## src/swap_slot_directory_top_assert.svh

```systemverilog
// assertion macros for the swap slot directory
`ifndef SWAP_SLOT_DIRECTORY_TOP_ASSERT_SVH
`define SWAP_SLOT_DIRECTORY_TOP_ASSERT_SVH

// property must hold at every clock edge outside reset
`define SSD_ASSERT(label, prop) \
  label: assert property (@(posedge clk_i) disable iff (!rst_ni) (prop)) \
    else $error("swap slot directory check failed");

// condition must never be seen outside reset
`define SSD_ASSERT_NEVER(label, cond) \
  `SSD_ASSERT(label, !(cond))

`endif

```

## src/ssd_pkg.sv

```systemverilog
// types and constants shared by the swap slot directory
package ssd_pkg;

  localparam int unsigned PageW = 20;
  localparam int unsigned SlotW = 8;

  typedef enum logic [1:0] {
    ST_HIT   = 2'd0,
    ST_ALLOC = 2'd1,
    ST_MISS  = 2'd2,
    ST_FULL  = 2'd3
  } status_e;

  // request token that walks the cell row
  typedef struct packed {
    logic             valid;
    logic             func;
    logic [PageW-1:0] page;
    logic             done;
    status_e          status;
    logic [SlotW-1:0] slot;
  } tok_t;

endpackage

```

## src/ssd_cell.sv

```systemverilog
// one directory slot: used mark, page tag and a token stage
module ssd_cell
  import ssd_pkg::*;
#(
  parameter int unsigned Idx = 0
) (
  input  logic clk_i,
  input  logic rst_ni,
  input  tok_t tok_i,
  output tok_t tok_o
);

  tok_t             tok_d, tok_q;
  logic             used_d, used_q;
  logic [PageW-1:0] page_d, page_q;

  always_comb begin
    tok_d  = tok_i;
    used_d = used_q;
    page_d = page_q;
    if (tok_i.valid && !tok_i.done) begin
      if (used_q) begin
        if (page_q == tok_i.page) begin
          tok_d.done   = 1'b1;
          tok_d.status = ST_HIT;
          tok_d.slot   = SlotW'(Idx);
        end
      end else begin
        // used slots form a prefix, so nothing past the first free one can hit
        tok_d.done = 1'b1;
        if (tok_i.func) begin
          used_d       = 1'b1;
          page_d       = tok_i.page;
          tok_d.status = ST_ALLOC;
          tok_d.slot   = SlotW'(Idx);
        end else begin
          tok_d.status = ST_MISS;
          tok_d.slot   = '0;
        end
      end
    end
  end

  always_ff @(posedge clk_i or negedge rst_ni) begin
    if (!rst_ni) begin
      tok_q  <= '0;
      used_q <= 1'b0;
    end else begin
      tok_q  <= tok_d;
      used_q <= used_d;
    end
  end

  always_ff @(posedge clk_i) begin
    page_q <= page_d;
  end

  assign tok_o = tok_q;

endmodule

```

## config.mk

```make
export PLATFORM = sky130hd
export DESIGN_NAME = ssd_cell
export DESIGN_NICKNAME = d
export VERILOG_FILES = /design/src/swap_slot_directory_top_assert.svh /design/src/ssd_pkg.sv /design/src/ssd_cell.sv
export SDC_FILE = /design/constraint.sdc
export NUM_CORES = 1
export LEC_CHECK = 0
export ABC_CLOCK_PERIOD_IN_PS = 2100
export BUFFER_PORTS_ARGS = -buffer_cell sky130_fd_sc_hd__buf_4
export CAP_MARGIN = 30
export CORE_MARGIN = 2
export CORE_UTILIZATION = 30
export CTS_CLUSTER_DIAMETER = 200
export DETAILED_ROUTE_END_ITERATION = 16
export GPL_TIMING_DRIVEN = 1
export PLACE_DENSITY_LB_ADDON = 0.25
export SYNTH_ARGS = -nofsm -noshare
export SYNTH_HDL_FRONTEND = slang
export SYNTH_SLANG_ARGS = --single-unit
```

## constraint.sdc

```tcl
create_clock -name clk_i -period 2.1 [get_ports clk_i]
set_clock_uncertainty 0.05 [all_clocks]
set_input_delay 0.105 -clock clk_i [delete_from_list [all_inputs] [get_ports clk_i]]
set_output_delay 0.105 -clock clk_i [all_outputs]
set_load 0.03 [all_outputs]
```

==> insert_results.sql <==
INSERT INTO impl_metrics (metric_group, metric, value, unit) VALUES
('outcome', 'run_status', 'complete, no violations', ''),
('hold_path', 'holdPathEnd', 'tok_o[1]$_DFF_PN0_', ''),
('timing', 'setup_viol_count_final', '0', ''),
('clock_network', 'cts-resized-gates', '0', ''),
('floorplan', 'num_io_pins', '68', ''),
('flow_run', 'maxCapViolCount', '0', ''),
('finish', 'final_core_utilization', '47.96', '%'),
('setup_path', 'critical_path.reg2reg.endpoint', 'tok_o[9]$_DFF_PN0_', ''),
('finish', 'antenna-diode-count', '0', ''),
('setup_path', 'critical-path-max-stage-delay', '0.55', 'ns'),
('finish', 'multi_input_logic_area', '372.9', 'sq um'),
('pwr', 'pwr_density_cell', '728.5', 'mW/mm^2'),
('global_routing', 'grt_antenna_before_repair', '0', ''),
('hold_path', 'hold_path_startpoint', 'tok_i[1]', ''),
('floorplan', 'die_x', '82.57', 'um'),
('floorplan', 'floorplan.initialDensity', '31.09', '%'),
('timing', 'whs', '0.005756', 'ns'),
('synthesis', 'synth_seq_cells', '54', ''),
('setup_path', 'r2r_start', 'used_q$_DFFE_PN0P_', ''),
('hold_path', 'hold_class', 'primary input to register', ''),
('routing', 'firstDrtPassIters', '4', ''),
('clock_network', 'cts_hold_buf', '31', ''),
('synthesis', 'synth.mux.area_fraction', '0', '%'),
('clock_network', 'htreeDepth', '2', ''),
('setup_path', 'crit_path_end_kind', 'register', ''),
('finish', 'layout.area.seq', '0.001451', 'sq mm'),
('synthesis', 'ys_types', '21', ''),
('timing', 'hold_violations', '0', ''),
('timing', 'slew-limit-headroom', '71.06', '%'),
('finish', 'area_growth_syn_to_layout', '54.26', '%'),
('setup_path', 'cp.required', '2.23', 'ns'),
('clock_network', 'tritoncts', 'yes', ''),
('synthesis', 'postSynth.asyncResetShare', '62.96', '%'),
('placement', 'standard_cell_area_after_detailed_placement', '0.002440', 'sq mm'),
('synthesis', 'synth-compound-area-share', '4.392', '%'),
('global_routing', 'pin_count_of_the_biggest_net_entering_global_routing', '35', ''),
('clock_network', 'clock_insertion_delay_worst_skew', '0.30', 'ns'),
('placement', 'dpl_hpwl', '2603', 'um'),
('global_routing', 'grt_first_pass_wirelength', '5940', 'um'),
('routing', 'num_vias', '1238', ''),
('setup_path', 'rr_worst_depth', '4', ''),
('synthesis', 'yosys.area_share.xor_xnor', '9.459', '%'),
('clock_network', 'cts_root_cell', 'sky130_fd_sc_hd__clkbuf_8', ''),
('setup_path', 'critical_path.max_fanout', '22', ''),
('routing', 'drt-initial-drc-count', '17', ''),
('setup_path', 'arrival', '1.95', 'ns'),
('timing', 'grt_setup_unrepaired', 'no', ''),
('synthesis', 'synth_seq_area_share', '78.38', '%'),
('clock_network', 'cts.reportedPaths.clkPinSlew', '0.09', 'ns'),
('hold_path', 'timing.hold.worst_path_depth', '3', ''),
('placement', 'gp_congestion', '0.6184', ''),
('timing', 'aggregate_negative_setup_slack', '0', 'ns'),
('global_routing', 'overflow', '0', ''),
('clock_network', 'clkSinkCount', '54', ''),
('floorplan', 'die-height', '82.57', 'um'),
('setup_path', 'worst-setup-path-type', 'primary input to register', ''),
('pwr', 'cellLeakagePower', '0.001224', 'uW'),
('routing', 'viasPerCell', '4.254', ''),
('placement', 'port_buffers', '67', ''),
('routing', 'finalWirelength', '3786', 'um'),
('clock_network', 'cts_buffers', '5', ''),
('global_routing', 'gr-usage-all-layers', '11.74', '%'),
('routing', 'average_routed_wire_per_standard_cell', '13.01', 'um'),
('routing', 'dr_drc_count', '0', ''),
('floorplan', 'floorplan.rows', '28', ''),
('routing', 'final_antenna_net_count', '0', ''),
('setup_path', 'path_cells', 'dlygate4sd3_1, buf_4, or3b_1, nor2_8, o21bai_1, a31oi_1', ''),
('timing', 'timing.final.max_slew_violations', '0', ''),
('setup_path', 'regToRegSetupSlack', '0.32', 'ns'),
('synthesis', 'post_synth.cell_area_avg', '16.68', 'sq um'),
('synthesis', 'main_combinational_cell_family_by_area_after_synthesis', 'XOR/XNOR gates', '');
cell usage after synthesis (2+ instances only):
cell type / number / area (sq um)
sky130_fd_sc_hd__edfxtp_1: 20 / 600.6
sky130_fd_sc_hd__nand2_1: 8 / 30.03
sky130_fd_sc_hd__o21bai_1: 2 / 15.01
sky130_fd_sc_hd__xnor2_1: 19 / 166.4
sky130_fd_sc_hd__nand4_1: 4 / 25.02
sky130_fd_sc_hd__dfrtp_1: 34 / 850.8
sky130_fd_sc_hd__a31oi_1: 2 / 12.51
sky130_fd_sc_hd__a21oi_1: 9 / 45.04
critical path, delay by kind of cell:
kind	cells	cell delay, ns
AND/OR/NAND/NOR	2	0.92
AO/OA/AOI/OAI	2	0.23
buffers and inverters	2	0.69
metal layers:
layer  GRT usage, %  wire length [um]
met1          13.59              1603
met3          3.696               295
met5              0                 0
met2          21.05              1852
met4          2.951                35
power breakdown:
| group | switching (uW) | internal (uW) |
|---|---|---|
| registers | 9.66 | 1130 |
| clock network | 304 | 357 |
| logic | 145 | 140 |
| total | 459 | 1620 |
area by class of cell:
type | instances | share of cell area, %
Multi-Input combinational cell | 53 | 13.05
Clock inverter | 1 | 1.051
Sequential cell | 54 | 50.81
Tap cell | 75 | 3.285
Inverter | 1 | 0.1314
Clock buffer | 7 | 2.672
Timing Repair Buffer | 100 | 29.00
placed cells by master, fill, tap and decap left out:
cell and n:
sky130_fd_sc_hd__nand2b_1 1, sky130_fd_sc_hd__xor2_1 1, sky130_fd_sc_hd__a211o_1 1, sky130_fd_sc_hd__clkbuf_8 5
sky130_fd_sc_hd__nand3_1 1, sky130_fd_sc_hd__xnor2_1 19, sky130_fd_sc_hd__nor4_2 1, sky130_fd_sc_hd__nand4_1 4
sky130_fd_sc_hd__nor3_1 1, sky130_fd_sc_hd__inv_1 1, sky130_fd_sc_hd__or3b_1 1, sky130_fd_sc_hd__clkbuf_1 2
sky130_fd_sc_hd__nand2_1 8, sky130_fd_sc_hd__a21oi_1 9, sky130_fd_sc_hd__bufinv_16 1, sky130_fd_sc_hd__dlygate4sd3_1 31
sky130_fd_sc_hd__edfxtp_1 20, sky130_fd_sc_hd__o21bai_1 2, sky130_fd_sc_hd__dfrtp_1 34, sky130_fd_sc_hd__nor2_8 1
sky130_fd_sc_hd__nor2_1 1, sky130_fd_sc_hd__a31oi_1 2, sky130_fd_sc_hd__buf_4 69
flip-flops by register name (all words and copies together) (netlist names):
| name | flops |
|---|---|
| tok_o | 33 |
| used_q | 1 |
| page_q | 20 |
logic make-up after synthesis:
| logic type | after synthesis |
|---|---|
| flops | 54 |
| xor+xnor | 20 |
| simple gates | 19 |
| compound gates | 14 |
| buf+inv | 4 |
how the worst max path moves through the flow:
stage / startpoint / end / slack (ns) / cells past startpoint
detailed placement: used_q$_DFFE_PN0P_ / tok_o[9]$_DFF_PN0_ / 0.32 / 4
floorplan: used_q$_DFFE_PN0P_ / page_q[0]$_DFFE_PP_ / 0.56 / 3
finish: tok_i[10] / tok_o[9]$_DFF_PN0_ / 0.28 / 6
CTS: tok_i[10] / tok_o[9]$_DFF_PN0_ / 0.28 / 6
global placement: used_q$_DFFE_PN0P_ / page_q[0]$_DFFE_PP_ / 0.38 / 2
global route: tok_i[10] / tok_o[8]$_DFF_PN0_ / 0.17 / 6
metrics by stage:
step | cells | worst slack, ns | total power (uW)
after floorplan | 111 | 0.5624 | 1260
after global placement | 252 | 0.3773 | 1395
after detailed placement | 252 | 0.3223 | 1399
after CTS | 291 | 0.2791 | 2104
after global routing | 291 | 0.1689 | 2176
final | 291 | 0.2791 | 2081
Note: power is estimated with default switching activity, not from simulation.
